## src/design/msr_pkg.sv

```systemverilog
// msr_pkg: shared types and constants for the motor speed ramp core.
// Command codes, controller states and the control/status structs.
// No dependencies.
package msr_pkg;

    localparam int SPEED_W = 9;
    localparam int RATE_W  = 10;
    localparam int MAG_W   = 8;

    // Largest speed magnitude a target may ask for.
    localparam logic signed [SPEED_W-1:0] SPEED_LIMIT = 9'sd255;

    typedef enum logic [1:0] {
        CMD_TICK  = 2'd0,
        CMD_RAMP  = 2'd1,
        CMD_BRAKE = 2'd2,
        CMD_NONE  = 2'd3
    } cmd_t;

    typedef enum logic [1:0] {
        ST_IDLE,
        ST_DIV,
        ST_WRITE
    } state_t;

    // Controller to datapath.
    typedef struct packed {
        logic load;      // capture input word, arm divider
        logic div_step;  // one quotient bit
        logic commit;    // update state, load output word
    } msr_ctl_t;

    // Datapath to controller.
    typedef struct packed {
        logic needs_div; // incoming word is a ramp or brake
        logic div_last;  // divider on its final bit
    } msr_stat_t;

endpackage

```

## src/design/msr_ctrl.sv

```systemverilog
// msr_ctrl: sequencing state machine for the motor speed ramp core.
// Owns the input and output handshakes; drives the datapath via msr_ctl_t.
// Depends on msr_pkg.
module msr_ctrl (
    input  logic              clk,
    input  logic              rst_n,
    input  logic              in_valid,
    output logic              in_ready,
    output logic              out_valid,
    input  logic              out_ready,
    input  msr_pkg::msr_stat_t stat,
    output msr_pkg::msr_ctl_t  ctl
);
    import msr_pkg::*;

    state_t state_reg;
    state_t state_next;
    logic   out_valid_reg;
    logic   out_valid_next;
    logic   slot_free;

    assign slot_free = !out_valid_reg || out_ready;
    assign out_valid = out_valid_reg;

    always_ff @(posedge clk or negedge rst_n)
    begin
        if (!rst_n)
        begin
            state_reg     <= ST_IDLE;
            out_valid_reg <= 1'b0;
        end
        else
        begin
            state_reg     <= state_next;
            out_valid_reg <= out_valid_next;
        end
    end

    always_comb
    begin
        state_next   = state_reg;
        in_ready     = 1'b0;
        ctl.load     = 1'b0;
        ctl.div_step = 1'b0;
        ctl.commit   = 1'b0;
        case (state_reg)
            ST_IDLE:
            begin
                in_ready = 1'b1;
                if (in_valid)
                begin
                    ctl.load   = 1'b1;
                    state_next = stat.needs_div ? ST_DIV : ST_WRITE;
                end
            end
            ST_DIV:
            begin
                ctl.div_step = 1'b1;
                if (stat.div_last)
                    state_next = ST_WRITE;
            end
            ST_WRITE:
            begin
                if (slot_free)
                begin
                    ctl.commit = 1'b1;
                    state_next = ST_IDLE;
                end
            end
            default:
            begin
                state_next = ST_IDLE;
            end
        endcase
    end

    always_comb
    begin
        if (ctl.commit)
            out_valid_next = 1'b1;
        else if (out_ready)
            out_valid_next = 1'b0;
        else
            out_valid_next = out_valid_reg;
    end

    // One word in flight: after an accept the input side stays closed until the result is committed.
    a_busy_after_accept: assert property (@(posedge clk) disable iff (!rst_n)
        (in_valid && in_ready) |=> !in_ready)
        else $error("input accepted while a word is in flight");

    // A result is only produced from the write state.
    a_commit_in_write: assert property (@(posedge clk) disable iff (!rst_n)
        ctl.commit |-> (state_reg == ST_WRITE && slot_free))
        else $error("commit outside write state or into a full slot");

endmodule

```

## src/design/msr_datapath.sv

```systemverilog
// msr_datapath: speed/goal/period/tick registers, bit-serial period divider
// and the output word register. Driven by msr_ctrl via msr_ctl_t.
// Depends on msr_pkg.
module msr_datapath #(
    parameter int MAX_DUTY         = 255,
    parameter int TICKS_PER_SECOND = 1000
) (
    input  logic                         clk,
    input  logic                         rst_n,
    input  logic [1:0]                   cmd,
    input  logic signed [8:0]            target_speed,
    input  logic [9:0]                   steps_per_second,
    input  msr_pkg::msr_ctl_t            ctl,
    output msr_pkg::msr_stat_t           stat,
    output logic [msr_pkg::MAG_W-1:0]    duty,
    output logic                         direction,
    output logic                         at_target
);
    import msr_pkg::*;

    localparam int PER_W = $clog2(TICKS_PER_SECOND + 1);
    localparam int CNT_W = $clog2(PER_W);
    localparam int CAP   = (MAX_DUTY < 255) ? MAX_DUTY : 255;
    localparam logic [PER_W-1:0] TPS_BITS = PER_W'(TICKS_PER_SECOND);
    localparam logic [MAG_W-1:0] CAP_BITS = MAG_W'(CAP);

    // architectural state
    logic signed [SPEED_W-1:0] cur_reg,    cur_next;
    logic signed [SPEED_W-1:0] goal_reg,   goal_next;
    logic [PER_W-1:0]          period_reg, period_next;
    logic [PER_W-1:0]          tick_reg,   tick_next;

    // captured input word
    cmd_t                      cmd_reg;
    logic signed [SPEED_W-1:0] target_reg;
    logic [RATE_W-1:0]         rate_reg;

    // divider
    logic [RATE_W-1:0]         rem_reg;
    logic [PER_W-1:0]          quo_reg;
    logic [CNT_W-1:0]          cnt_reg;
    logic [RATE_W:0]           trial;
    logic [RATE_W:0]           diff;
    logic                      fits;

    // output word
    logic [MAG_W-1:0]          duty_reg;
    logic                      direction_reg;
    logic                      at_target_reg;

    logic [PER_W-1:0]          tick_inc;
    logic                      do_step;
    logic [SPEED_W-1:0]        abs_speed;
    logic [MAG_W-1:0]          mag;
    logic [MAG_W-1:0]          capped;

    assign stat.needs_div = (cmd_t'(cmd) == CMD_RAMP) || (cmd_t'(cmd) == CMD_BRAKE);
    assign stat.div_last  = (cnt_reg == '0);

    // restoring division of the constant tick rate by the step rate
    assign trial = {rem_reg, quo_reg[PER_W-1]};
    assign diff  = trial - {1'b0, rate_reg};
    assign fits  = (trial >= {1'b0, rate_reg});

    always_ff @(posedge clk)
    begin
        if (ctl.load)
        begin
            cmd_reg    <= cmd_t'(cmd);
            target_reg <= (target_speed < -SPEED_LIMIT) ? -SPEED_LIMIT : target_speed;
            rate_reg   <= (steps_per_second == '0) ? RATE_W'(1) : steps_per_second;
            rem_reg    <= '0;
            quo_reg    <= TPS_BITS;
            cnt_reg    <= CNT_W'(PER_W - 1);
        end
        else if (ctl.div_step)
        begin
            rem_reg <= fits ? diff[RATE_W-1:0] : trial[RATE_W-1:0];
            quo_reg <= {quo_reg[PER_W-2:0], fits};
            cnt_reg <= cnt_reg - CNT_W'(1);
        end
    end

    assign tick_inc = tick_reg + PER_W'(1);

    always_comb
    begin
        goal_next   = goal_reg;
        period_next = period_reg;
        tick_next   = tick_reg;
        do_step     = 1'b0;
        case (cmd_reg)
            CMD_TICK:
            begin
                if (cur_reg != goal_reg)
                begin
                    if (tick_inc >= period_reg)
                        do_step = 1'b1;
                    else
                        tick_next = tick_inc;
                end
                else
                begin
                    tick_next = '0;
                end
            end
            CMD_RAMP:
            begin
                goal_next   = target_reg;
                period_next = (quo_reg == '0) ? PER_W'(1) : quo_reg;
                do_step     = 1'b1;
            end
            CMD_BRAKE:
            begin
                goal_next   = '0;
                period_next = (quo_reg == '0) ? PER_W'(1) : quo_reg;
                do_step     = 1'b1;
            end
            default:
            begin
            end
        endcase

        cur_next = cur_reg;
        if (do_step)
        begin
            tick_next = '0;
            if (cur_reg < goal_next)
                cur_next = cur_reg + 9'sd1;
            else if (cur_reg > goal_next)
                cur_next = cur_reg - 9'sd1;
        end
    end

    assign abs_speed = cur_next[SPEED_W-1] ? SPEED_W'(-cur_next) : SPEED_W'(cur_next);
    assign mag       = abs_speed[MAG_W-1:0];
    assign capped    = (mag > CAP_BITS) ? CAP_BITS : mag;

    always_ff @(posedge clk or negedge rst_n)
    begin
        if (!rst_n)
        begin
            cur_reg    <= '0;
            goal_reg   <= '0;
            period_reg <= TPS_BITS;
            tick_reg   <= '0;
        end
        else if (ctl.commit)
        begin
            cur_reg    <= cur_next;
            goal_reg   <= goal_next;
            period_reg <= period_next;
            tick_reg   <= tick_next;
        end
    end

    always_ff @(posedge clk)
    begin
        if (ctl.commit)
        begin
            duty_reg      <= capped;
            direction_reg <= (cur_next > 9'sd0);
            at_target_reg <= (cur_next == goal_next);
        end
    end

    assign duty      = duty_reg;
    assign direction = direction_reg;
    assign at_target = at_target_reg;

    a_tick_below_period: assert property (@(posedge clk) disable iff (!rst_n)
        tick_reg < period_reg)
        else $error("tick count reached step period without a step");

    a_period_nonzero: assert property (@(posedge clk) disable iff (!rst_n)
        period_reg != '0)
        else $error("step period is zero");

    a_speed_in_range: assert property (@(posedge clk) disable iff (!rst_n)
        (cur_reg <= SPEED_LIMIT) && (cur_reg >= -SPEED_LIMIT)
        && (goal_reg <= SPEED_LIMIT) && (goal_reg >= -SPEED_LIMIT))
        else $error("speed or goal outside +-255");

endmodule

```

## src/design/motor_speed_ramp_core.sv

```systemverilog
// motor_speed_ramp_core: top level of the slew-rate limited speed ramp.
// Instantiates msr_ctrl (sequencer) and msr_datapath (registers, divider).
// Depends on msr_pkg.
//
//  channel | handshake            | word
//  --------+----------------------+------------------------------------------
//  in      | in_valid / in_ready  | cmd, target_speed, steps_per_second
//  out     | out_valid / out_ready| duty, direction, at_target
//
// A tick (or unknown cmd) passes through accept, then write of the result.
// Ramp and brake also pass through the bit-serial divider between the two,
// which forms the step period, one quotient bit a cycle.
// The output register frees the input side: the next word is accepted while
// a result waits; a word whose result finds the slot still full holds there.
// Reset is asynchronous: speed, goal and tick count go to 0, period to the
// tick rate; no clearing pass.
module motor_speed_ramp_core #(
    parameter int MAX_DUTY         = 255,
    parameter int TICKS_PER_SECOND = 1000
) (
    input  logic                      clk,
    input  logic                      rst_n,
    input  logic                      in_valid,
    output logic                      in_ready,
    input  logic [1:0]                cmd,
    input  logic signed [8:0]         target_speed,
    input  logic [9:0]                steps_per_second,
    output logic                      out_valid,
    input  logic                      out_ready,
    output logic [msr_pkg::MAG_W-1:0] duty,
    output logic                      direction,
    output logic                      at_target
);
    import msr_pkg::*;

    msr_ctl_t  ctl;
    msr_stat_t stat;

    msr_ctrl u_ctrl (
        .clk       (clk),
        .rst_n     (rst_n),
        .in_valid  (in_valid),
        .in_ready  (in_ready),
        .out_valid (out_valid),
        .out_ready (out_ready),
        .stat      (stat),
        .ctl       (ctl)
    );

    msr_datapath #(
        .MAX_DUTY         (MAX_DUTY),
        .TICKS_PER_SECOND (TICKS_PER_SECOND)
    ) u_datapath (
        .clk              (clk),
        .rst_n            (rst_n),
        .cmd              (cmd),
        .target_speed     (target_speed),
        .steps_per_second (steps_per_second),
        .ctl              (ctl),
        .stat             (stat),
        .duty             (duty),
        .direction        (direction),
        .at_target        (at_target)
    );

    // Forward motion always shows a nonzero duty.
    a_dir_has_duty: assert property (@(posedge clk) disable iff (!rst_n)
        (out_valid && direction) |-> (duty != '0))
        else $error("direction set with zero duty");

endmodule

```

## config.mk

```make
export PLATFORM = sky130hd
export DESIGN_NAME = motor_speed_ramp_core
export DESIGN_NICKNAME = d
export VERILOG_FILES = /design/src/design/msr_pkg.sv /design/src/design/msr_ctrl.sv /design/src/design/msr_datapath.sv /design/src/design/motor_speed_ramp_core.sv
export SDC_FILE = /design/constraint.sdc
export NUM_CORES = 1
export LEC_CHECK = 0
export ABC_CLOCK_PERIOD_IN_PS = 5750
export CAP_MARGIN = 20
export CORE_AREA = 2 2 117 119
export CTS_CLUSTER_DIAMETER = 200
export DETAILED_ROUTE_END_ITERATION = 7
export DIE_AREA = 0 0 119 121
export DONT_BUFFER_PORTS = 1
export GPL_ROUTABILITY_DRIVEN = 1
export PLACE_DENSITY = 0.7
export SYNTH_ARGS = -nofsm -noshare
export SYNTH_HDL_FRONTEND = slang
export SYNTH_SLANG_ARGS = --single-unit
```

## constraint.sdc

```tcl
create_clock -name clk -period 5.75 [get_ports clk]
set_input_delay 0.2875 -clock clk [delete_from_list [all_inputs] [get_ports clk]]
set_output_delay 0.2875 -clock clk [all_outputs]
set_load 0.05 [all_outputs]
```

Word-level counts from Yosys, hierarchy flattened. Cells that the tools add are included.

Register bits: 96. Input port bits: 25. Output and inout port bits: 12.

Multiplexer cells: 27. Reduce and logical (&&, ||, !) cells: 14. Equality and inequality tests: 12. Magnitude comparators: 7. Add/subtract/negate cells: 6.

Operators by type and width (count): 10-bit two-way mux (6); 9-bit two-way mux (3); 10-bit zero test (2); 9-bit one-hot mux with 2 select lines (1); 11-bit by 10-bit greater-or-equal comparator with 1-bit output (1); 10-bit by 1-bit adder with 10-bit output, second input constant (1); 10-bit greater-or-equal comparator (1); 1-bit two-way mux (10); 10-bit subtractor (1); 9-bit by 2-bit adder with 9-bit output, second input constant (1); 9-bit == test (1); 9-bit by 1-bit greater-than comparator with 1-bit output, second input constant (1); 9-bit greater-than comparator (1); 9-bit < comparator (1); 9-bit < comparator, second input constant (1); 9-bit != test (1); 9-bit by 2-bit subtractor with 9-bit output, second input constant (1); 8-bit greater-than comparator, second input constant (1); 2-bit two-way mux (4); 8-bit two-way mux (1); 8-bit negation (1); 2-bit by 1-bit == test with 1-bit output, second input constant (3); 2-bit == test, second input constant (3); 2-bit one-hot mux with 3 select lines (1); other kinds (13) (18).

Depth between registers and ports, before layout.
Word-level depth: 9. Gate-level depth with buffers: 17. Depth with buffers taken out: 15.

Cells and area by module. A second synthesis with hierarchy kept.

Cell total of the unflattened synthesis: 613. Area total of the unflattened synthesis: 6065.8 um^2.

By module, submodules not included: msr_datapath (times used 1, area an instance 5885.6 um^2, cells each 594, seq. area each 2369.8 um^2); msr_ctrl (times used 1, area an instance 180.2 um^2, cells each 19, seq. area each 75.1 um^2).

Worst setup path before layout. Ideal clock, no wire load.

Kind: register to register. Start: register u_datapath.cmd_reg[0]. End: register u_datapath.duty_reg[7] (netlist: u_datapath.duty[7]), data pin. Stages on the path, launching flop included: 18. Slack: 1651 ps. Required time: 5484 ps. Path buffers: 2. Arrival time: 3832 ps. Period minus slack after synthesis: 4099 ps. Cells stage by stage: edfxtp_1 -> inv_1 -> ha_1 -> inv_1 -> clkbuf_1 -> nor2_1 -> a21oi_1 -> ha_1 -> and4_1 -> and3b_1 -> a2111oi_4 -> buf_2 -> o2111ai_1 -> a211oi_1 -> xnor2_1 -> and4_1 -> a31oi_1 -> xnor2_1.

Cells in the longest elaborated chain, start to end: 9. Elaborated cells on any way between the ends: 14. Classes of those cells: 1 x add/sub; 3 x order compare; 2 x eq/ne; 6 x mux; 2 x reduce/logical.

Ends and longest elaborated chain: start: declaration (RTL line msr_datapath.sv:34) `cmd_t cmd_reg;`; start signal: assignment (RTL line msr_datapath.sv:69) `cmd_reg <= cmd_t'(cmd);`; 2-bit == test / 2-bit by 1-bit == test with 1-bit output (equally long branches) (RTL line msr_datapath.sv:92) `case (cmd_reg)`; 9-bit one-hot mux with 2 select lines (RTL line msr_datapath.sv:92); 9-bit greater-than comparator (RTL line msr_datapath.sv:130) `else if (cur_reg > goal_next)`; 9-bit two-way mux (RTL line msr_datapath.sv:130); 9-bit two-way mux (RTL line msr_datapath.sv:128) `if (cur_reg < goal_next)`; 9-bit two-way mux (*) (RTL line msr_datapath.sv:125) `if (do_step)`; 8-bit negation (RTL line msr_datapath.sv:135) `assign abs_speed = cur_next[SPEED_W-1] ? SPEED_W'(-cur_next) : SPEED_W'(cur_next);`; 8-bit two-way mux (*) (RTL line msr_datapath.sv:135); named net u_datapath.abs_speed[7] (RTL line msr_datapath.sv:53) `logic [SPEED_W-1:0] abs_speed;`; 8-bit greater-than comparator (RTL line msr_datapath.sv:137) `assign capped = (mag > CAP_BITS) ? CAP_BITS : mag;`; end signal: assignment (RTL line msr_datapath.sv:161) `duty_reg <= capped;`; end: declaration (RTL line msr_datapath.sv:47) `logic [MAG_W-1:0] duty_reg;`.

Mark *: on every way through the listed nets, which the timed path passes. The rest lies on a longest branch. A chain may end at the register's enable or synchronous reset.

Worst setup path in the final report.
Start: register u_datapath.cmd_reg[0]. End: register u_datapath.at_target_reg (netlist: u_datapath.at_target), data pin.

Cells in the longest elaborated chain, start to end: 7. Elaborated cells on any way between the ends: 12. Classes of those cells: 2 x order compare; 3 x eq/ne; 5 x mux; 2 x reduce/logical.

Ends and longest elaborated chain: 2-bit == test / 2-bit by 1-bit == test with 1-bit output (equally long branches) (RTL line msr_datapath.sv:92); 9-bit one-hot mux with 2 select lines (RTL line msr_datapath.sv:92); 9-bit greater-than comparator (RTL line msr_datapath.sv:130); 9-bit two-way mux (RTL line msr_datapath.sv:130); 9-bit two-way mux (RTL line msr_datapath.sv:128); 9-bit two-way mux (RTL line msr_datapath.sv:125); 9-bit == test (*) (RTL line msr_datapath.sv:163) `at_target_reg <= (cur_next == goal_next);`; end signal: assignment (RTL line msr_datapath.sv:163); end: declaration (RTL line msr_datapath.sv:49) `logic at_target_reg;`.

Every way passes the cells marked *; elsewhere a longest branch is shown, timed or not.

==> flow_summary.toml <==
[run_status]
outcome = "finished, final reports clean"

[setup_path]
worst_setup_path_startpoint = "u_datapath.cmd_reg[0]"
crit_required_ns = 5.90
timing_worst_setup_path_type = "flop to flop"
worstPathArrival_ns = 5.03
setup.worst_path.start_class = "flop"
reg2reg_to = "u_datapath.at_target"
worst_r2r_src = "u_datapath.cmd_reg[0]"
rr_worst_depth = 15
critical_path_endpoint_category = "flop"
r2r_slack_ns = 0.87
critical_path.endpoint = "u_datapath.at_target"
timing.critical_path.fanout_max = 16

[cells_and_area]
fin_nets = 647
synthToLayoutAreaGrowth_pct = 7.03
insertedDiodeCount = 0
fill_cells = 1211
drive_above_1_share_pct = 8.14

[floorplan]
ioPinCount = 37
starting_utilization_of_the_core_area_pct = 43.9
floorplan.die_area_um2 = 14400
die_h_um = 121
core_area_um2 = 13100
rows = 42
die_w_um = 119

[synthesis]
syn-instance-count = 611
post_synth_instance_area_um2 = 5750
async_flop_share_pct = 42.7
postSynthRegisterBits = 96
synth-edff-count = 31
synth_cell_types = 65
syn-num-nets = 673
yosysSeqAreaShare_pct = 42.5
ys.flop_type = "sky130_fd_sc_hd__dfrtp_1"
ys.warnings.count = 0
syn_avg_cell_area_um2 = 9.41

[power]
static-leakage-power_nw = 2.64
clkPwrFrac_pct = 17.4
post-layout-total-power_mw = 3.40
power.switching_fraction_pct = 43.2
power_frac_seq_pct = 35.5
cell_internal_pwr_mw = 1.93
share_comb_of_total_power_pct = 47.1
switchingPower_mw = 1.47
power-per-cell-area_nw_per_um2 = 552
irDropWorstVdd_mv = 0.441

[placement]
portBuffers = 0
gp_routability_congestion = 0.852
detailed_place_hpwl_um = 8260

[clock_tree]
worstSkewPairLatency_ns = 0.35
clk_pin_slew_ns = 0.07
clock_sinks = 96
total_clock_buffers_created_by_cts = 9
cts_tree = "built"
cts_max_path_buffers = 2
clock_tree.root_cell = "sky130_fd_sc_hd__clkbuf_16"
h-tree-depth = 3

[grt]
grt_remaining_overflow = 0
number_of_antenna_violations_at_the_first_check_in_global_routing = 0
grt_start_max_net_pins = 42
grt_pass1_vias = 4000
grt_first_pass_wirelength_um = 19100
groute.usage.overall_pct = 16.4

[sta]
finClkSkew_ns = 0.00948
post-route-min-period_ns = 4.88
setup_viol = 0
totalNegativeSetupSlack_ns = 0
final_hold_viol_count = 0
fmaxAchievable_ghz = 0.205
min_period_over_period_pct = 84.9
setup_repair_after_global_routing_missed_its_margin = "no"
report.final.slew_viol_count = 0
timing.max_slew.rel_slack_pct = 35.0
timing_worst_slew_pin_value_ns = 0.972

[detailed_routing]
drt_wl_total_um = 11000
drt-wirelength-per-cell_um = 14.4
remaining_drc_errors = 0
drtAntennaViolNets = 0
vias_per_cell = 5.36
first_pass_iters = 7
route.vias.total = 4102
dr.first_iter.drc_count = 235

[flow_run]
max_cap_violations = 0

[worst_hold_path]
timing.hold.worst.class = "input port to flop"
[area by class of cell]
| type | instances | area (µm²) | share of cell area (%) |
|---|---|---|---|
| clock buffers | 9 | 225 | 3.66 |
| clock inverters | 7 | 66.3 | 1.08 |
| inverters | 36 | 135 | 2.20 |
| multi-input cells | 438 | 3010 | 48.9 |
| flip-flops and latches | 96 | 2440 | 39.7 |
| well taps | 176 | 220 | 3.58 |
| repair buffers | 4 | 52.6 | 0.854 |
[routing by layer]
metal / track usage, % / wire length (µm)
met1: 20.4 / 4960
met2: 28.1 / 5360
met3: 4.46 / 547
met4: 4.32 / 162
met5: 0 / 0
[stage by stage]
| step | cell area, µm² | cells | setup slack, ns | hold WS (ns) | util, % |
|---|---|---|---|---|---|
| after detailed placement | 5820 | 748 | 0.949 | -0.00720 | 44.5 |
| after floorplan | 5750 | 611 | 1.65 | -0.00809 | - |
| after CTS | 6150 | 766 | 0.944 | 0.0168 | 47.0 |
| after global routing | 6150 | 766 | 0.509 | 0.0120 | 47.0 |
| after global placement | 5820 | 748 | 1.14 | -0.00718 | 44.5 |
| final | 6150 | 766 | 0.870 | 0.0284 | 47.0 |
[kinds of logic (layout without fill, tap and decap cells)]
family / count (synthesis) / in the layout / share of synthesized area, %
mux: 17 / 17 / 3.13
flops: 96 / 96 / 42.5
compound gates: 118 / 118 / 13.6
simple gates: 206 / 206 / 17.6
buf+inv: 77 / 56 / 5.25
xor+xnor: 60 / 60 / 9.73
fa+ha+maj: 37 / 37 / 8.18
[Yosys cell counts (3+ instances only)]
cell type,instances,area [µm²]
sky130_fd_sc_hd__nand2_1,83,312
sky130_fd_sc_hd__a21oi_1,37,185
sky130_fd_sc_hd__ha_1,36,450
sky130_fd_sc_hd__nor2_1,36,135
sky130_fd_sc_hd__xnor2_1,36,315
sky130_fd_sc_hd__clkbuf_1,35,131
sky130_fd_sc_hd__dfrtp_1,35,876
sky130_fd_sc_hd__inv_1,33,124
sky130_fd_sc_hd__edfxtp_1,31,931
sky130_fd_sc_hd__o21ai_0,29,145
sky130_fd_sc_hd__dfxtp_1,24,480
sky130_fd_sc_hd__xor2_1,22,193
sky130_fd_sc_hd__nand3_1,18,90.1
sky130_fd_sc_hd__nand2b_1,14,87.6
sky130_fd_sc_hd__a21o_1,10,75.1
sky130_fd_sc_hd__nor2b_1,10,62.6
sky130_fd_sc_hd__mux2i_1,9,90.1
sky130_fd_sc_hd__nor3_1,9,45.0
sky130_fd_sc_hd__mux2_2,8,90.1
sky130_fd_sc_hd__nand4_1,7,43.8
sky130_fd_sc_hd__a31oi_1,6,37.5
sky130_fd_sc_hd__dfstp_2,6,158
sky130_fd_sc_hd__nor4_1,6,37.5
sky130_fd_sc_hd__a211oi_1,4,30.0
sky130_fd_sc_hd__and4_1,4,35.0
sky130_fd_sc_hd__or3_1,4,25.0
sky130_fd_sc_hd__a211oi_2,3,37.5
sky130_fd_sc_hd__buf_2,3,15.0
sky130_fd_sc_hd__o2111ai_1,3,26.3
sky130_fd_sc_hd__o211ai_1,3,22.5
sky130_fd_sc_hd__o21ai_1,3,15.0
sky130_fd_sc_hd__or4_1,3,22.5
[cell usage in the layout, fill, tap and decap left out, types with 3 or more instances in the layout]
master                      count
sky130_fd_sc_hd__a211oi_1       4
sky130_fd_sc_hd__a21oi_1       37
sky130_fd_sc_hd__a21o_1        10
sky130_fd_sc_hd__a31oi_1        6
sky130_fd_sc_hd__mux2_2         8
sky130_fd_sc_hd__mux2i_1        9
sky130_fd_sc_hd__dfxtp_1       24
sky130_fd_sc_hd__o2111ai_1      3
sky130_fd_sc_hd__nand4_1        7
sky130_fd_sc_hd__nor2b_1       10
sky130_fd_sc_hd__o21ai_1        3
sky130_fd_sc_hd__o211ai_1       3
sky130_fd_sc_hd__a211oi_2       3
sky130_fd_sc_hd__or3_1          4
sky130_fd_sc_hd__xnor2_1       36
sky130_fd_sc_hd__nand2b_1      14
sky130_fd_sc_hd__o21ai_0       29
sky130_fd_sc_hd__inv_8          3
sky130_fd_sc_hd__xor2_1        22
sky130_fd_sc_hd__nand3_1       18
sky130_fd_sc_hd__dfrtp_1       35
sky130_fd_sc_hd__nand2_1       83
sky130_fd_sc_hd__clkbuf_16      9
sky130_fd_sc_hd__and4_1         4
sky130_fd_sc_hd__edfxtp_1      31
sky130_fd_sc_hd__nor4_1         6
sky130_fd_sc_hd__inv_1         33
sky130_fd_sc_hd__nor2_1        36
sky130_fd_sc_hd__or4_1          3
sky130_fd_sc_hd__nor3_1         9
sky130_fd_sc_hd__ha_1          36
sky130_fd_sc_hd__dfstp_2        6
[worst max-delay path, stage by stage (launching register included)]
cell and delay [ns]:
sky130_fd_sc_hd__edfxtp_1 0.38, sky130_fd_sc_hd__inv_1 0.06, sky130_fd_sc_hd__ha_1 0.37, sky130_fd_sc_hd__inv_1 0.36
sky130_fd_sc_hd__nor2_1 0.10, sky130_fd_sc_hd__a21oi_1 0.48, sky130_fd_sc_hd__ha_1 0.35, sky130_fd_sc_hd__and4_1 0.21
sky130_fd_sc_hd__and3b_1 0.20, sky130_fd_sc_hd__a2111oi_4 0.61, sky130_fd_sc_hd__o21ai_0 0.25, sky130_fd_sc_hd__a211oi_2 0.32
sky130_fd_sc_hd__xor2_1 0.24, sky130_fd_sc_hd__o22ai_1 0.11, sky130_fd_sc_hd__or3_1 0.35, sky130_fd_sc_hd__nor4_2 0.30
[what timing repair did]
item / in CTS / in global routing
buffers inserted: 0 / 0
hold buffers: 2 / 0
resized for setup: 0 / 0
setup endpoints to repair: 0 / 0
hold endpoints to repair: 41 / 0
[worst min path at each step]
stage,from,end,slack (ns),cells after the start
after detailed placement,rst_n,u_datapath.cur_reg[5],-0.007,0
after floorplan,rst_n,u_ctrl.out_valid,-0.008,0
final,steps_per_second[1],u_datapath.rate_reg[1],0.03,0
after global placement,rst_n,u_datapath.cur_reg[5],-0.007,0
after global routing,steps_per_second[2],u_datapath.rate_reg[2],0.01,0
after CTS,target_speed[4],u_datapath.target_reg[4],0.02,0
[power groups by stage]
| stage | Sequential, mW | Clock [mW] | Combinational (mW) |
|---|---|---|---|
| global placement | 1.21 | 0 | 1.53 |
| finish | 1.21 | 0.590 | 1.60 |
| floorplan | 1.15 | 0 | 1.34 |
| global route | 1.24 | 0.632 | 1.81 |
| detailed placement | 1.22 | 0 | 1.58 |
| CTS | 1.21 | 0.605 | 1.60 |
No activity file was read; power rests on OpenSTA's default activity.
